**src/hdl/url_percent_encoder_top_macros.svh**
```systemverilog
// assertion macros shared by the url percent encoder modules
`ifndef URL_PERCENT_ENCODER_TOP_MACROS_SVH
`define URL_PERCENT_ENCODER_TOP_MACROS_SVH

// condition implies consequence in the same cycle
`define UPE_ASSERT_SAME(label, clk, rst, cond, cons) \
   label: assert property (@(posedge clk) disable iff (rst) (cond) |-> (cons)) \
      else $error("upe assertion failed");

// condition implies consequence in the next cycle
`define UPE_ASSERT_NEXT(label, clk, rst, cond, cons) \
   label: assert property (@(posedge clk) disable iff (rst) (cond) |=> (cons)) \
      else $error("upe assertion failed");

`endif

```
**src/hdl/upe_pkg.sv**
```systemverilog
// package with payload types, escape mode codes and run kinds of the url percent encoder
`timescale 1ns / 1ps

package upe_pkg;

   typedef struct packed {
      logic [7:0] in_byte;
      logic       in_last;
   } req_type;

   typedef struct packed {
      logic [7:0] out_byte;
      logic       run_end;
      logic       string_end;
   } rsp_type;

   localparam logic [2:0] MODE_PATH     = 3'd0;
   localparam logic [2:0] MODE_SEGMENT  = 3'd1;
   localparam logic [2:0] MODE_HOST     = 3'd2;
   localparam logic [2:0] MODE_ZONE     = 3'd3;
   localparam logic [2:0] MODE_USERINFO = 3'd4;
   localparam logic [2:0] MODE_QUERY    = 3'd5;
   localparam logic [2:0] MODE_FRAGMENT = 3'd6;

   localparam logic [0:0] REG_ESCAPE_MODE = 1'b0;

   typedef enum logic [1:0] {
      KIND_PASS,
      KIND_PLUS,
      KIND_ESCAPE
   } kind_type;

   // one classified byte, as it sits in the queue
   typedef struct packed {
      logic [7:0] raw_byte;
      logic       last;
      kind_type   kind;
   } cls_type;

   // head of the queue as seen by the back end
   typedef struct packed {
      logic    valid;
      cls_type entry;
   } head_type;

   typedef enum logic [1:0] {
      PH_FIRST,
      PH_HIGH,
      PH_LOW
   } phase_type;

endpackage

```
**src/hdl/url_percent_encoder_top.sv**
```systemverilog
// top level of the url percent encoder: escape mode register, front end, queue, back end
// an accepted byte goes through the front register and the queue into the output register
// throughput: one result byte per cycle while rsp_ready is high and the queue is not empty,
//   set by the output register; a passed or '+' byte gives one result byte, an escape three
// a full back end does not stop the front end until the front register and queue fill
// reset: synchronous, active high; mode back to path, queue emptied, pending result dropped
`timescale 1ns / 1ps

module url_percent_encoder_top #(
   parameter int QUEUE_DEPTH = 2
) (
   input  logic             clock,
   input  logic             reset,
   // input byte channel
   input  logic             req_valid,
   output logic             req_ready,
   input  upe_pkg::req_type req_payload,
   // result byte channel
   output logic             rsp_valid,
   input  logic             rsp_ready,
   output upe_pkg::rsp_type rsp_payload,
   // register port
   input  logic             psel,
   input  logic             penable,
   input  logic             pwrite,
   input  logic [2:0]       paddr,
   input  logic [31:0]      pwdata,
   output logic [31:0]      prdata,
   output logic             pready
);
   import upe_pkg::*;

   // escape mode register, single word at byte address zero
   logic [2:0] mode_ff, mode_in;
   logic       reg_write;
   logic       reg_hit;

   // front to queue transfer
   logic     push;
   cls_type  push_entry;
   logic     queue_ready;

   // queue to back end
   head_type head;
   logic     pop;

   assign pready    = 1'b1;
   assign reg_hit   = (paddr[2] == REG_ESCAPE_MODE) && (paddr[1:0] == 2'b00);
   assign reg_write = psel && penable && pwrite && pready && reg_hit;

   // only the low three bits of the written word are kept
   always_comb begin
      mode_in = mode_ff;
      if (reg_write) begin
         mode_in = pwdata[2:0];
      end
   end

   always_ff @(posedge clock) begin
      if (reset) begin
         mode_ff <= MODE_PATH;
      end else begin
         mode_ff <= mode_in;
      end
   end

   // read back; unmapped addresses read as zero
   assign prdata = reg_hit ? {29'd0, mode_ff} : 32'd0;

   // front end classifies each byte as it is taken in
   upe_front u_front (
      .clock       (clock),
      .reset       (reset),
      .escape_mode (mode_ff),
      .req_valid   (req_valid),
      .req_ready   (req_ready),
      .req_payload (req_payload),
      .push        (push),
      .push_entry  (push_entry),
      .queue_ready (queue_ready)
   );

   // decoupling queue, lets either side stall on its own
   upe_queue #(
      .DEPTH (QUEUE_DEPTH)
   ) u_queue (
      .clock       (clock),
      .reset       (reset),
      .push        (push),
      .push_entry  (push_entry),
      .queue_ready (queue_ready),
      .pop         (pop),
      .head        (head)
   );

   // back end expands escapes into '%' and two hex digits
   upe_back u_back (
      .clock       (clock),
      .reset       (reset),
      .head        (head),
      .pop         (pop),
      .rsp_valid   (rsp_valid),
      .rsp_ready   (rsp_ready),
      .rsp_payload (rsp_payload)
   );

endmodule

```
**src/hdl/upe_front.sv**
```systemverilog
// front end: accepts raw bytes and classifies them under the current escape mode
`timescale 1ns / 1ps

module upe_front (
   input  logic             clock,
   input  logic             reset,
   input  logic [2:0]       escape_mode,
   input  logic             req_valid,
   output logic             req_ready,
   input  upe_pkg::req_type req_payload,
   output logic             push,
   output upe_pkg::cls_type push_entry,
   input  logic             queue_ready
);
   import upe_pkg::*;

   logic    valid_ff, valid_in;
   cls_type entry_ff, entry_in;
   logic    accept;

   function automatic logic must_escape(input logic [7:0] c, input logic [2:0] m);
      logic alnum;
      logic host_keep;
      logic reserved;
      logic res;
      alnum = (c >= "a" && c <= "z") || (c >= "A" && c <= "Z") || (c >= "0" && c <= "9");
      host_keep = 1'b0;
      case (c)
         "!", "$", "&", "'", "(", ")", "*", "+", ",", ";", "=", ":",
         "[", "]", "<", ">", 8'h22: host_keep = 1'b1;
         default: host_keep = 1'b0;
      endcase
      reserved = 1'b0;
      case (c)
         "$", "&", "+", ",", "/", ":", ";", "=", "?", "@": reserved = 1'b1;
         default: reserved = 1'b0;
      endcase
      res = 1'b1;
      if (alnum) begin
         res = 1'b0;
      end else if ((m == MODE_HOST || m == MODE_ZONE) && host_keep) begin
         res = 1'b0;
      end else if (c == "-" || c == "_" || c == "." || c == "~") begin
         res = 1'b0;
      end else if (reserved && m == MODE_PATH) begin
         res = (c == "?");
      end else if (reserved && m == MODE_SEGMENT) begin
         res = (c == "/" || c == ";" || c == "," || c == "?");
      end else if (reserved && m == MODE_USERINFO) begin
         res = (c == "@" || c == "/" || c == "?" || c == ":");
      end else if (reserved && m == MODE_QUERY) begin
         res = 1'b1;
      end else if (reserved && m == MODE_FRAGMENT) begin
         res = 1'b0;
      end else if (m == MODE_FRAGMENT && (c == "!" || c == "(" || c == ")" || c == "*")) begin
         res = 1'b0;
      end
      return res;
   endfunction

   assign req_ready = !valid_ff || queue_ready;
   assign accept    = req_valid && req_ready;
   assign push      = valid_ff && queue_ready;

   always_comb begin
      valid_in = valid_ff;
      entry_in = entry_ff;
      if (push) begin
         valid_in = 1'b0;
      end
      if (accept) begin
         valid_in          = 1'b1;
         entry_in.raw_byte = req_payload.in_byte;
         entry_in.last     = req_payload.in_last;
         if (req_payload.in_byte == " " && escape_mode == MODE_QUERY) begin
            entry_in.kind = KIND_PLUS;
         end else if (must_escape(req_payload.in_byte, escape_mode)) begin
            entry_in.kind = KIND_ESCAPE;
         end else begin
            entry_in.kind = KIND_PASS;
         end
      end
   end

   always_ff @(posedge clock) begin
      if (reset) begin
         valid_ff <= 1'b0;
      end else begin
         valid_ff <= valid_in;
      end
      entry_ff <= entry_in;
   end

   assign push_entry = entry_ff;

endmodule

```
**src/hdl/upe_queue.sv**
```systemverilog
// short queue of classified bytes between the front and back ends
`timescale 1ns / 1ps

`include "url_percent_encoder_top_macros.svh"

module upe_queue #(
   parameter int DEPTH = 2
) (
   input  logic              clock,
   input  logic              reset,
   input  logic              push,
   input  upe_pkg::cls_type  push_entry,
   output logic              queue_ready,
   input  logic              pop,
   output upe_pkg::head_type head
);
   import upe_pkg::*;

   localparam int IDX_W = $clog2(DEPTH);
   localparam int CNT_W = $clog2(DEPTH + 1);
   localparam logic [IDX_W-1:0] LAST_IDX = IDX_W'(DEPTH - 1);

   cls_type          store_ff [DEPTH];
   logic [IDX_W-1:0] wr_ptr_ff, wr_ptr_in;
   logic [IDX_W-1:0] rd_ptr_ff, rd_ptr_in;
   logic [CNT_W-1:0] count_ff, count_in;

   assign queue_ready = (count_ff != CNT_W'(DEPTH));
   assign head.valid  = (count_ff != '0);
   assign head.entry  = store_ff[rd_ptr_ff];

   always_comb begin
      wr_ptr_in = wr_ptr_ff;
      rd_ptr_in = rd_ptr_ff;
      count_in  = count_ff;
      if (push) begin
         wr_ptr_in = (wr_ptr_ff == LAST_IDX) ? '0 : wr_ptr_ff + IDX_W'(1);
      end
      if (pop) begin
         rd_ptr_in = (rd_ptr_ff == LAST_IDX) ? '0 : rd_ptr_ff + IDX_W'(1);
      end
      if (push && !pop) begin
         count_in = count_ff + CNT_W'(1);
      end else if (pop && !push) begin
         count_in = count_ff - CNT_W'(1);
      end
   end

   always_ff @(posedge clock) begin
      if (reset) begin
         wr_ptr_ff <= '0;
         rd_ptr_ff <= '0;
         count_ff  <= '0;
      end else begin
         wr_ptr_ff <= wr_ptr_in;
         rd_ptr_ff <= rd_ptr_in;
         count_ff  <= count_in;
      end
      if (push) begin
         store_ff[wr_ptr_ff] <= push_entry;
      end
   end

   `UPE_ASSERT_SAME(a_count_bound, clock, reset, 1'b1, count_ff <= CNT_W'(DEPTH))
   `UPE_ASSERT_SAME(a_pop_nonempty, clock, reset, pop, head.valid)
   `UPE_ASSERT_NEXT(a_count_grow, clock, reset, push && !pop, count_ff == $past(count_ff) + CNT_W'(1))

endmodule

```
**src/hdl/upe_back.sv**
```systemverilog
// back end: turns each classified byte into one or three output bytes
`timescale 1ns / 1ps

`include "url_percent_encoder_top_macros.svh"

module upe_back (
   input  logic              clock,
   input  logic              reset,
   input  upe_pkg::head_type head,
   output logic              pop,
   output logic              rsp_valid,
   input  logic              rsp_ready,
   output upe_pkg::rsp_type  rsp_payload
);
   import upe_pkg::*;

   phase_type phase_ff, phase_in;
   logic      out_valid_ff, out_valid_in;
   rsp_type   out_ff, out_in;
   logic      load;

   function automatic logic [7:0] hex_digit(input logic [3:0] nib);
      return (nib < 4'd10) ? (8'h30 + {4'h0, nib}) : (8'h37 + {4'h0, nib});
   endfunction

   assign load = head.valid && (!out_valid_ff || rsp_ready);

   always_comb begin
      phase_in     = phase_ff;
      out_in       = out_ff;
      out_valid_in = out_valid_ff && !rsp_ready;
      pop          = 1'b0;
      if (load) begin
         out_valid_in = 1'b1;
         unique case (phase_ff)
            PH_FIRST: begin
               unique case (head.entry.kind)
                  KIND_ESCAPE: begin
                     out_in.out_byte   = "%";
                     out_in.run_end    = 1'b0;
                     out_in.string_end = 1'b0;
                     phase_in          = PH_HIGH;
                  end
                  KIND_PLUS: begin
                     out_in.out_byte   = "+";
                     out_in.run_end    = 1'b1;
                     out_in.string_end = head.entry.last;
                     pop               = 1'b1;
                  end
                  default: begin
                     out_in.out_byte   = head.entry.raw_byte;
                     out_in.run_end    = 1'b1;
                     out_in.string_end = head.entry.last;
                     pop               = 1'b1;
                  end
               endcase
            end
            PH_HIGH: begin
               out_in.out_byte   = hex_digit(head.entry.raw_byte[7:4]);
               out_in.run_end    = 1'b0;
               out_in.string_end = 1'b0;
               phase_in          = PH_LOW;
            end
            PH_LOW: begin
               out_in.out_byte   = hex_digit(head.entry.raw_byte[3:0]);
               out_in.run_end    = 1'b1;
               out_in.string_end = head.entry.last;
               phase_in          = PH_FIRST;
               pop               = 1'b1;
            end
            default: begin
               phase_in = PH_FIRST;
            end
         endcase
      end
   end

   always_ff @(posedge clock) begin
      if (reset) begin
         phase_ff     <= PH_FIRST;
         out_valid_ff <= 1'b0;
      end else begin
         phase_ff     <= phase_in;
         out_valid_ff <= out_valid_in;
      end
      out_ff <= out_in;
   end

   assign rsp_valid   = out_valid_ff;
   assign rsp_payload = out_ff;

   `UPE_ASSERT_SAME(a_mid_run_held, clock, reset, phase_ff != PH_FIRST, head.valid)
   `UPE_ASSERT_SAME(a_open_run, clock, reset, out_valid_ff && !out_ff.run_end, phase_ff != PH_FIRST)
   `UPE_ASSERT_NEXT(a_high_to_low, clock, reset, load && phase_ff == PH_HIGH, phase_ff == PH_LOW)

endmodule
```
**config.mk**
```make
export PLATFORM = sky130hd
export DESIGN_NAME = url_percent_encoder_top
export DESIGN_NICKNAME = d
export VERILOG_FILES = /design/src/hdl/upe_pkg.sv /design/src/hdl/url_percent_encoder_top.sv /design/src/hdl/upe_front.sv /design/src/hdl/upe_queue.sv /design/src/hdl/upe_back.sv
export VERILOG_INCLUDE_DIRS = /design/src /design/src/hdl
export SDC_FILE = /design/constraint.sdc
export NUM_CORES = 1
export LEC_CHECK = 0
export BUFFER_PORTS_ARGS = -buffer_cell sky130_fd_sc_hd__clkbuf_2
export CELL_PAD_IN_SITES_DETAIL_PLACEMENT = 1
export CELL_PAD_IN_SITES_GLOBAL_PLACEMENT = 2
export CORE_MARGIN = 4
export CORE_UTILIZATION = 35
export CTS_BUF_LIST = sky130_fd_sc_hd__clkbuf_8
export DETAILED_ROUTE_END_ITERATION = 6
export PLACE_DENSITY_LB_ADDON = 0.08
export SLEW_MARGIN = 20
export SYNTH_ARGS = -nofsm -noshare
export SYNTH_HDL_FRONTEND = slang
export SYNTH_SLANG_ARGS = --single-unit
```
**constraint.sdc**
```tcl
create_clock -name clock -period 4.4 [get_ports clock]
set_input_delay 0.22 -clock clock [delete_from_list [all_inputs] [get_ports clock]]
set_output_delay 0.22 -clock clock [all_outputs]
set_load 0.05 [all_outputs]
```
==> reports/metrics.csv, run 1 <==
stage,metric,value,unit
pwr,p_clk_share,15.1,%
min_path,holdPathEnd,u_front.push_entry[2],
floorplan,start_util,36.6,%
floorplan,die_h,102,um
floorplan,fp.coreArea,8380,um^2
final_layout,nNetsFinal,373,
timing,rsz0062_at_grt,false,
grt,grt_pass1_vias,2054,
logic_synthesis,avgSynthCellArea,10.7,um^2
routing,drtAntennaViolNets,0,
placed_design,dp_hpwl,4660,um
pwr,p_switching,0.784,mW
clock_network,cts_sinks,55,
logic_synthesis,yosys_warnings,0,
floorplan,io-pin-count,96,
setup_path,cp.arrival,2920,ps
clock_network,cts_tree,yes,
grt,grt_first_pass_wirelength,9890,um
grt,track_usage,12.0,%
timing,timing.slew.headroom,39.9,%
floorplan,die_area,10300,um^2
pwr,intPower,1.05,mW
pwr,p_leak,1.25,nW
pwr,irDropWorstVdd,161,uV
placed_design,gp_congestion,0.752,
routing,post-route-drc-count,0,
placed_design,io_buffers,36,
timing,finalCriticalPeriod,2690,ps
floorplan,die_w,102,um
clock_network,clock_latency,300,ps
final_layout,final_cell_mix,"edfxtp_1, clkbuf_2, conb_1, nor2_1, a21oi_1",
pwr,powerDensity,556,nW/um^2
pwr,seqPwrFrac,42.3,%
pwr,swShare,42.8,%
routing,drt_pre_antenna_iters,4,
grt,grt_antenna_before_repair,0,
min_path,hp-start,req_payload[0],
timing,worstMarginPinSlew,898,ps
setup_path,worstSetupPathType,reg2reg,
setup_path,startpoint_type,register,
timing,fmax,372,MHz
logic_synthesis,ys_seq_elements,55,
final_layout,layout_commonest_cell,edfxtp_1,
placed_design,placed_cells,411,
floorplan,num_rows,33,
timing,final.period_utilization,61.1,%
routing,first_iter_violations,57,
final_layout,final_layout_size_suffix_gt1_share,16.6,%
clock_network,root_buffer,clkbuf_8,
clock_network,ctsResizeCount,0,
logic_synthesis,synth_area,3070,um^2
setup_path,rrSetupSlack,1710,ps
pwr,comb_power_share,42.6,%
clock_network,clock_path_buffers,2,
setup_path,cp-end-kind,register,
final_layout,stdcell_count,419,
routing,wire_per_inst,14.5,um
logic_synthesis,synth_cells,286,
routing,routed_via_density,4.96,
timing,finClkSkew,5.48,ps
timing,fin_setup_tns,0,ps
clock_network,post-cts-setup-buffer-count,0,
logic_synthesis,yosysUniqueCellTypes,54,
clock_network,cts_hold_buf,0,
grt,grt_max_degree,20,
min_path,hp-class,in2reg,
grt,overflow,0,
clock_network,cts_buffers,5,
logic_synthesis,async_flop_share,0,%
logic_synthesis,synth-main-ff-cell,edfxtp_1,
timing,holdWs,82.9,ps
routing,via_count,2077,
setup_path,rr_worst_depth,8,
final_layout,diodes,0,
final_layout,utilization,39.3,%
setup_path,r2r_end,u_queue.count_ff[1],
setup_path,cp_max_fo,13,
logic_synthesis,synth_seq_area_share,49.9,%
final_layout,area_growth_syn_to_layout,7.26,%
timing,drv_slew,0,
status,status,finished clean,
timing,finalHoldViolations,0,
routing,totalWireLength,6100,um
timing,finalSetupViolCount,0,
run,max_cap_viol_count,0,
logic_synthesis,synth-edff-count,43,
clock_network,clkTransAtPathRegs,100,ps
clock_network,htreeDepth,2,
setup_path,critPathRequiredTime,4640,ps
min_path,hold_depth,1,
-- cell usage after synthesis (2+ instances only) --
master | instances | area [um^2]
a211o_1 | 3 | 26.3
a211oi_1 | 3 | 22.5
a21o_1 | 2 | 15.0
a21oi_1 | 17 | 85.1
a32oi_1 | 2 | 17.5
and2_1 | 4 | 25.0
and4_1 | 2 | 17.5
buf_4 | 31 | 233
clkbuf_1 | 11 | 41.3
conb_1 | 2 | 7.51
dfxtp_1 | 12 | 240
edfxtp_1 | 43 | 1290
ha_1 | 9 | 113
inv_1 | 10 | 37.5
mux2_2 | 4 | 45.0
mux2i_1 | 15 | 150
nand2_1 | 12 | 45.0
nand2b_1 | 5 | 31.3
nand3_1 | 7 | 35.0
nand3b_1 | 2 | 15.0
nand4b_1 | 3 | 26.3
nor2_1 | 20 | 75.1
nor2b_1 | 4 | 25.0
nor3_1 | 5 | 25.0
nor3b_1 | 4 | 30.0
nor4_1 | 2 | 12.5
o211ai_1 | 2 | 15.0
o21a_1 | 2 | 15.0
o21ai_0 | 15 | 75.1
o22ai_1 | 4 | 25.0
xor2_1 | 6 | 52.6
-- worst max-delay path, cell delays in order (launching register included) --
cell and delay, ps:
dfxtp_1 780, mux2i_1 330, inv_1 70, ha_1 220
nor2b_1 160, o21ai_0 160, ha_1 360, or3_1 380
a21oi_1 160
-- cells by family (layout without fill, tap and decap cells) --
logic type / after synthesis / in the layout / share of synthesized area [%]
and+or+nand+nor: 78 / 78 / 14.3
AOI/OAI and AO/OA: 61 / 61 / 13.0
DFF: 55 / 55 / 49.9
buffers and inverters: 55 / 55 / 10.6
muxes: 19 / 19 / 6.36
adders and majority gates: 9 / 9 / 3.67
xor gates and xnor gates: 7 / 7 / 2.00
other: 2 / 30 / 0.245
-- power groups by stage --
stage / combinational, mW / clock (mW) / sequential (mW)
finish: 0.779 / 0.277 / 0.774
global placement: 0.785 / 0 / 0.783
floorplan: 0.496 / 0 / 0.931
global route: 0.862 / 0.305 / 0.790
CTS: 0.792 / 0.290 / 0.776
detailed placement: 0.788 / 0 / 0.788
-- registers in the layout (all words and copies together) (netlist names), named ones only --
register and cells:
mode_ff 3, u_back.phase_ff 2, u_back.rsp_payload 10, u_back.rsp_valid 1
u_front.push_entry 11, u_front.valid_ff 1, u_queue.count_ff 2, u_queue.rd_ptr_ff 1
u_queue.store_ff 22, u_queue.wr_ptr_ff 1
-- through the flow --
step                      cell area [um^2]  total power [mW]  setup slack [ps]
final                                 3290              1.83              1710
after global routing                  3290              1.96              1400
after CTS                             3290              1.86              1630
after detailed placement              3200              1.58              1650
after global placement                3200              1.57              1730
after floorplan                       3170              1.43              2010
-- layout make-up --
cell class,count,area [um^2]
clock inverter,3,20.0
clock buffer,5,68.8
fill,982,5090
sequential,55,1530
timing repair buffer,36,180
inverter,11,41.3
multi-input combinational,204,1320
tap,105,131
-- metal layers --
layer  vias to the layer above  wire [um]  global-route usage, %
li1                       1034          -                      -
met1                       996       2680                   14.2
met2                        43       3150                   21.6
met3                         4        195                   2.00
met4                         0         71                   4.29
met5                         -          0                      0
-- worst max path at each step --
stage,from,to,slack [ps],cells after the start
2_1_floorplan,register,u_queue.count_ff[1],2010,10
3_3_place_gp,register,u_queue.count_ff[1],1730,8
3_5_place_dp,register,u_queue.count_ff[1],1650,7
4_1_cts,register,u_queue.count_ff[1],1630,7
5_1_grt,register,u_queue.count_ff[1],1400,7
6_report,register,u_queue.count_ff[1],1710,8
Note: power is estimated with default switching activity, not from simulation.
==> run 2, diff against run 1 <==
Settings changed: ABC_AREA set to 1, CORE_UTILIZATION 35 to 27.
Clock period 4.4 ns to 2.2 ns, I/O delays scaled along.
==> run 2 against run 1 <==
Net effect: core utilization down 8.0 points; setup slack worse by 1500 ps; count of clock-buffer cells in the layout is the same; worst hold slack worse by 23 ps; final cell count rose by 28%; via count increased by 11%; first-iteration DRC count up 30%; sequential share of layout area shrank 2.0 points; clock skew up 6.5 ps; flip-flop and latch count unchanged; combinational power rose by 110%; critical endpoint unchanged; largest power group unchanged.
==> reports/metrics.csv, run 2 <==
stage,metric,value,unit
pwr,intPower,2.08,mW
pwr,p_clk_share,15.2,%
pwr,p_total,3.70,mW
clock_network,clock_latency,310,ps
min_path,hp-start,req_valid,
placed_design,io_buffers,36,
logic_synthesis,yosysMostFrequentCell,nand2_1,
setup_path,cp.arrival,2240,ps
final_layout,largest_reg_flops,22,
setup_path,reg2reg_from,u_queue.store_ff[1][0],
clock_network,htreeDepth,2,
pwr,irDropWorstVdd,482,uV
floorplan,start_util,28.0,%
timing,final.period_utilization,90.2,%
clock_network,cts_buffers,5,
final_layout,multi_input_area,1260,um^2
clock_network,post-cts-setup-buffer-count,0,
routing,totalWireLength,6750,um
routing,wire_per_inst,12.6,um
timing,timing.slew.headroom,34.5,%
logic_synthesis,synth_seq_area_share,49.9,%
logic_synthesis,synth_area,3070,um^2
routing,first_iter_violations,74,
logic_synthesis,yosysTopAreaCell,edfxtp_1,
clock_network,clkTransAtPathRegs,100,ps
floorplan,die_area,13100,um^2
timing,worstMarginPinSlew,979,ps
final_layout,seqCellArea,1530,um^2
final_layout,final_layout_size_suffix_gt1_share,18.7,%
routing,drtAntennaViolNets,0,
setup_path,worst-path-buf-inv,0,
logic_synthesis,synth_cells,352,
timing,finalHoldViolations,0,
placed_design,gp_congestion,0.776,
final_layout,regMostFlops,u_queue.store_ff,
clock_network,cts_tree,yes,
setup_path,cpLargestDelayFamily,compound AO/OA/AOI/OAI gates,
timing,fmax,504,MHz
routing,routed_via_density,4.31,
routing,via_count,2308,
logic_synthesis,synthTopCellsByCount,"nand2_1, edfxtp_1, nor2_1",
setup_path,worstSetupStartpoint,u_queue.store_ff[1][0],
grt,grt_pass1_vias,2358,
placed_design,dp_hpwl,5530,um
logic_synthesis,yosysUniqueCellTypes,32,
grt,overflow,0,
logic_synthesis,netlist.area_leader.share,42.0,%
grt,grt_antenna_before_repair,0,
setup_path,worstSetupPathType,reg2reg,
routing,post-route-drc-count,0,
min_path,hp-class,in2reg,
final_layout,layout_commonest_cell,nand2_1,
pwr,p_leak,1.48,nW
floorplan,num_rows,38,
logic_synthesis,synth-main-ff-cell,edfxtp_1,
clock_network,root_buffer,clkbuf_8,
timing,finalSetupViolCount,0,
floorplan,die_w,115,um
setup_path,cp_max_fo,3,
routing,drt_pre_antenna_iters,4,
grt,grt_first_pass_wirelength,11500,um
logic_synthesis,synth-edff-count,43,
logic_synthesis,ys_seq_elements,55,
run,max_cap_viol_count,0,
timing,finClkSkew,11.9,ps
final_layout,area_growth_syn_to_layout,11.9,%
pwr,swShare,43.9,%
timing,drv_slew,0,
final_layout,final_cell_mix,"nand2_1, edfxtp_1, inv_1, nor2_1, clkbuf_2",
grt,grt_max_degree,18,
logic_synthesis,yosys_warnings,0,
final_layout,fillCellCount,1331,
floorplan,io-pin-count,96,
clock_network,cts_sinks,55,
clock_network,clock_path_buffers,2,
timing,finalCriticalPeriod,1980,ps
setup_path,crit_path_frequent_cell,a21oi_1,
logic_synthesis,avgSynthCellArea,8.73,um^2
setup_path,critPathRequiredTime,2460,ps
final_layout,stdcell_count,536,
setup_path,cp_cell_sequence,or2_2 -> o21ai_0 -> ha_1 -> nor2_1 -> o21ai_2 -> ha_4 -> a21oi_1 -> o21ai_1 -> a21oi_1 -> o21a_1,
pwr,powerDensity,1080,nW/um^2
final_layout,nNetsFinal,455,
pwr,seqPwrFrac,40.1,%
setup_path,max_stage_delay,370,ps
logic_synthesis,synth_area_leaders,"edfxtp_1, nand2_1, dfxtp_1",
grt,track_usage,10.9,%
floorplan,fp.coreArea,11000,um^2
setup_path,cp-end-kind,register,
floorplan,die_h,115,um
placed_design,placed_cells,527,
setup_path,slowest_stage,edfxtp_1,
status,status,finished clean,
final_layout,diodes,0,
pwr,p_switching,1.62,mW
pwr,comb_power_share,44.7,%
logic_synthesis,async_flop_share,0,%
setup_path,startpoint_type,register,
[run 2: cell types whose count changed in the layout (fill, tap and decap cells not counted), moves of 5 or more]
cell / before / now
nor3_1: 5 / 10
nand2_2: 0 / 7
nand2_1: 12 / 67
a21oi_1: 17 / 11
inv_2: 0 / 5
inv_1: 11 / 39
nor2_1: 20 / 39
mux2i_1: 15 / 0
nand3_1: 7 / 22
nand2b_1: 5 / 0
[run 2: layer usage]
| metal | global-route usage (%) | wire length (um) | up-vias |
|---|---|---|---|
| met5 | 0 | 0 | - |
| met4 | 3.09 | 63 | 0 |
| met3 | 1.64 | 218 | 4 |
| met2 | 20.1 | 3630 | 35 |
| met1 | 12.9 | 2840 | 1074 |
| li1 | - | - | 1195 |
[run 2: logic make-up after synthesis]
kind of cell	count (synthesis)	synth area share [%]
compound gates	48	9.45
xor+xnor	2	0.570
fa+ha+maj	9	3.67
buf+inv	76	13.2
flops	55	49.9
other cells	2	0.244
simple gates	160	23.0
[run 2: worst reg2reg max path, cell delays in order (launching register included)]
cell and delay, ps:
edfxtp_1 370, or2_2 290, o21ai_0 110, ha_1 210, nor2_1 60, o21ai_2 200
ha_4 240, a21oi_1 110, o21ai_1 100, a21oi_1 150, o21a_1 120
[run 2: through the flow]
stage | area (um^2) | setup slack, ps | hold WS [ps] | utilization, % | TNS [ps]
after floorplan | 3180 | 107 | 188 | - | 0
after global placement | 3320 | -5.19 | 288 | 30.2 | -5.19
after detailed placement | 3320 | -26.4 | 292 | 30.2 | -26.4
after CTS | 3420 | 32.0 | 46.0 | 31.1 | 0
after global routing | 3440 | -1.38 | 48.8 | 31.3 | -1.38
final | 3440 | 215 | 60.2 | 31.3 | 0
[run 2: repair_timing]
action	CTS	global route
hold buffers	1	0
endpoints found under the hold margin	1	0
endpoints found under the setup margin	1	3
resized for setup	1	5
pin swaps	0	1
[run 2: power by group through the flow]
stage                     Sequential, mW  Clock, mW  Combinational (mW)
after global placement              1.51          0                1.64
after CTS                           1.49      0.594                1.66
after global routing                1.51      0.635                1.87
after detailed placement            1.51          0                1.65
final                               1.48      0.561                1.65
after floorplan                     1.87          0               0.926
[run 2: path summary, 6_finish.rpt]
kind | endpoint | cells after the start | slack [ps]
setup / recovery | u_queue.count_ff[1] | 10 | 220
hold / removal | u_front.valid_ff | 3 | 60
setup reg to reg | u_queue.count_ff[1] | 10 | 220
hold reg to reg | u_queue.store_ff[0][4] | 0 | 450
[run 2: area by class of cell]
cell class	instances	share of cell area [%]
clock buffer	5	2.00
clock inverter	3	0.546
inverter	43	4.70
multi-input combinational	249	36.7
sequential	55	44.6
tap	140	5.10
timing repair buffer	41	6.41
==> run 3, diff against run 2 <==
Settings changed: CTS_BUF_LIST sky130_fd_sc_hd__clkbuf_8 to sky130_fd_sc_hd__clkbuf_16.
==> run 3 against run 2 <==
Net effect: clock skew fell by 3.3 ps; final area rose by 1.8%; die area did not move; global-route usage rose by 0.055 points; non-clock buffer count rose by 1; total power rose by 6.4%; worst hold slack improved by 16 ps.
==> reports/metrics.csv, run 3 (synthesis results as in run 2) <==
stage,metric,value,unit
routing,first_iter_violations,76,
floorplan,num_rows,38,
timing,fmax,504,MHz
clock_network,root_buffer,clkbuf_16,
routing,drtAntennaViolNets,0,
run,max_cap_viol_count,0,
final_layout,fillCellCount,1323,
routing,wire_per_inst,12.6,um
routing,drt_pre_antenna_iters,4,
routing,totalWireLength,6780,um
final_layout,layout_commonest_cell,nand2_1,
pwr,p_leak,1.52,nW
grt,grt_antenna_before_repair,0,
status,status,finished clean,
timing,finalCriticalPeriod,1980,ps
clock_network,clock_latency,290,ps
clock_network,clock_path_buffers,2,
setup_path,cp-end-kind,register,
grt,track_usage,10.9,%
clock_network,htreeDepth,2,
placed_design,place_ws,-26.4,ps
floorplan,die_h,115,um
min_path,hp-class,in2reg,
floorplan,io-pin-count,96,
final_layout,regMostFlops,u_queue.store_ff,
timing,layout_setup_ws,218,ps
pwr,irDropWorstVdd,500,uV
setup_path,rrSetupSlack,220,ps
clock_network,cts_sinks,55,
setup_path,startpoint_type,register,
placed_design,gp_congestion,0.776,
timing,fin_setup_tns,0,ps
final_layout,utilization,31.9,%
clock_network,cts_buffers,5,
setup_path,critPathRequiredTime,2440,ps
floorplan,die_area,13100,um^2
routing,via_count,2308,
floorplan,fp.coreArea,11000,um^2
timing,worstMarginPinSlew,967,ps
pwr,powerDensity,1130,nW/um^2
timing,finalSetupViolCount,0,
timing,finClkSkew,8.67,ps
routing,post-route-drc-count,0,
floorplan,die_w,115,um
grt,grt_max_degree,18,
pwr,p_total,3.94,mW
final_layout,final_layout_size_suffix_gt1_share,19.4,%
final_layout,area_growth_syn_to_layout,13.9,%
grt,grt_pass1_vias,2365,
final_layout,largest_reg_flops,22,
final_layout,nNetsFinal,456,
floorplan,start_util,28.0,%
timing,rsz0062_at_grt,false,
clock_network,cts_tree,yes,
grt,overflow,0,
timing,holdWs,76.4,ps
final_layout,final_cell_mix,"nand2_1, edfxtp_1, inv_1, nor2_1, clkbuf_2",
placed_design,io_buffers,36,
setup_path,cp.arrival,2220,ps
final_layout,diodes,0,
setup_path,cp_max_fo,3,
timing,final.period_utilization,90.1,%
timing,finalHoldViolations,0,
timing,timing.slew.headroom,35.3,%
setup_path,worstSetupPathType,reg2reg,
placed_design,dp_hpwl,5530,um
routing,routed_via_density,4.30,
grt,grt_first_pass_wirelength,11500,um
clock_network,clkTransAtPathRegs,70,ps
timing,drv_slew,0,
-- run 3: cell type report --
type / instances / area [um^2] / share of cell area [%]
Clock buffer: 5 / 125 / 3.58
Clock inverter: 3 / 18.8 / 0.536
Inverter: 43 / 161 / 4.61
Multi-Input combinational cell: 249 / 1260 / 36.0
Sequential cell: 55 / 1530 / 43.8
Tap cell: 140 / 175 / 5.01
Timing Repair Buffer: 42 / 228 / 6.51
-- run 3: repair_timing --
action                                 in CTS  in global routing
pin swaps                                   0                  5
hold buffers                                1                  0
endpoints found under the hold margin       1                  0
gates resized for setup                     1                  9
setup buffers                               0                  1
setup endpoints to repair                   1                  3
-- run 3: per-layer routing --
| layer | part of all wire (%) | GRT usage (%) | vias to the layer above |
|---|---|---|---|
| met4 | 1.4 | 3.33 | 0 |
| met2 | 53 | 20.0 | 37 |
| met1 | 42 | 13.0 | 1069 |
| li1 | - | - | 1196 |
| met5 | 0 | 0 | - |
| met3 | 3.3 | 1.80 | 6 |
-- run 3: where the power goes --
group / switching, mW / internal (mW) / total (mW) / leakage (nW)
clock: 0.363 / 0.423 / 0.786 / 0.0759
combinational: 1.22 / 0.446 / 1.66 / 0.938
sequential: 0.0753 / 1.41 / 1.49 / 0.502
total: 1.66 / 2.28 / 3.94 / 1.52
-- run 3: worst paths after layout --
path | startpoint | end | cells past startpoint
worst min-delay path | req_payload[7] | u_front.push_entry[9] | 1
worst min register to register | u_front.push_entry[9] | u_queue.store_ff[0][9] | 0
worst max-delay path | u_queue.store_ff[1][1] | u_queue.count_ff[1] | 11
worst max register to register | u_queue.store_ff[1][1] | u_queue.count_ff[1] | 11
-- run 3: stage by stage --
stage	area [um^2]	std cells
finish	3500	537
global route	3500	537
CTS	3470	536
detailed placement	3320	527
global placement	3320	527
floorplan	3180	380
-- run 3: worst max-delay path, stage by stage, from the launching register on --
cell and delay [ps]:
edfxtp_1 360, or2_4 260, o21ai_2 70, inv_1 70, ha_2 190, nor2_2 90
o21ai_2 90, ha_1 320, a21oi_1 120, o21ai_1 100, a21oi_1 150, o21a_1 120
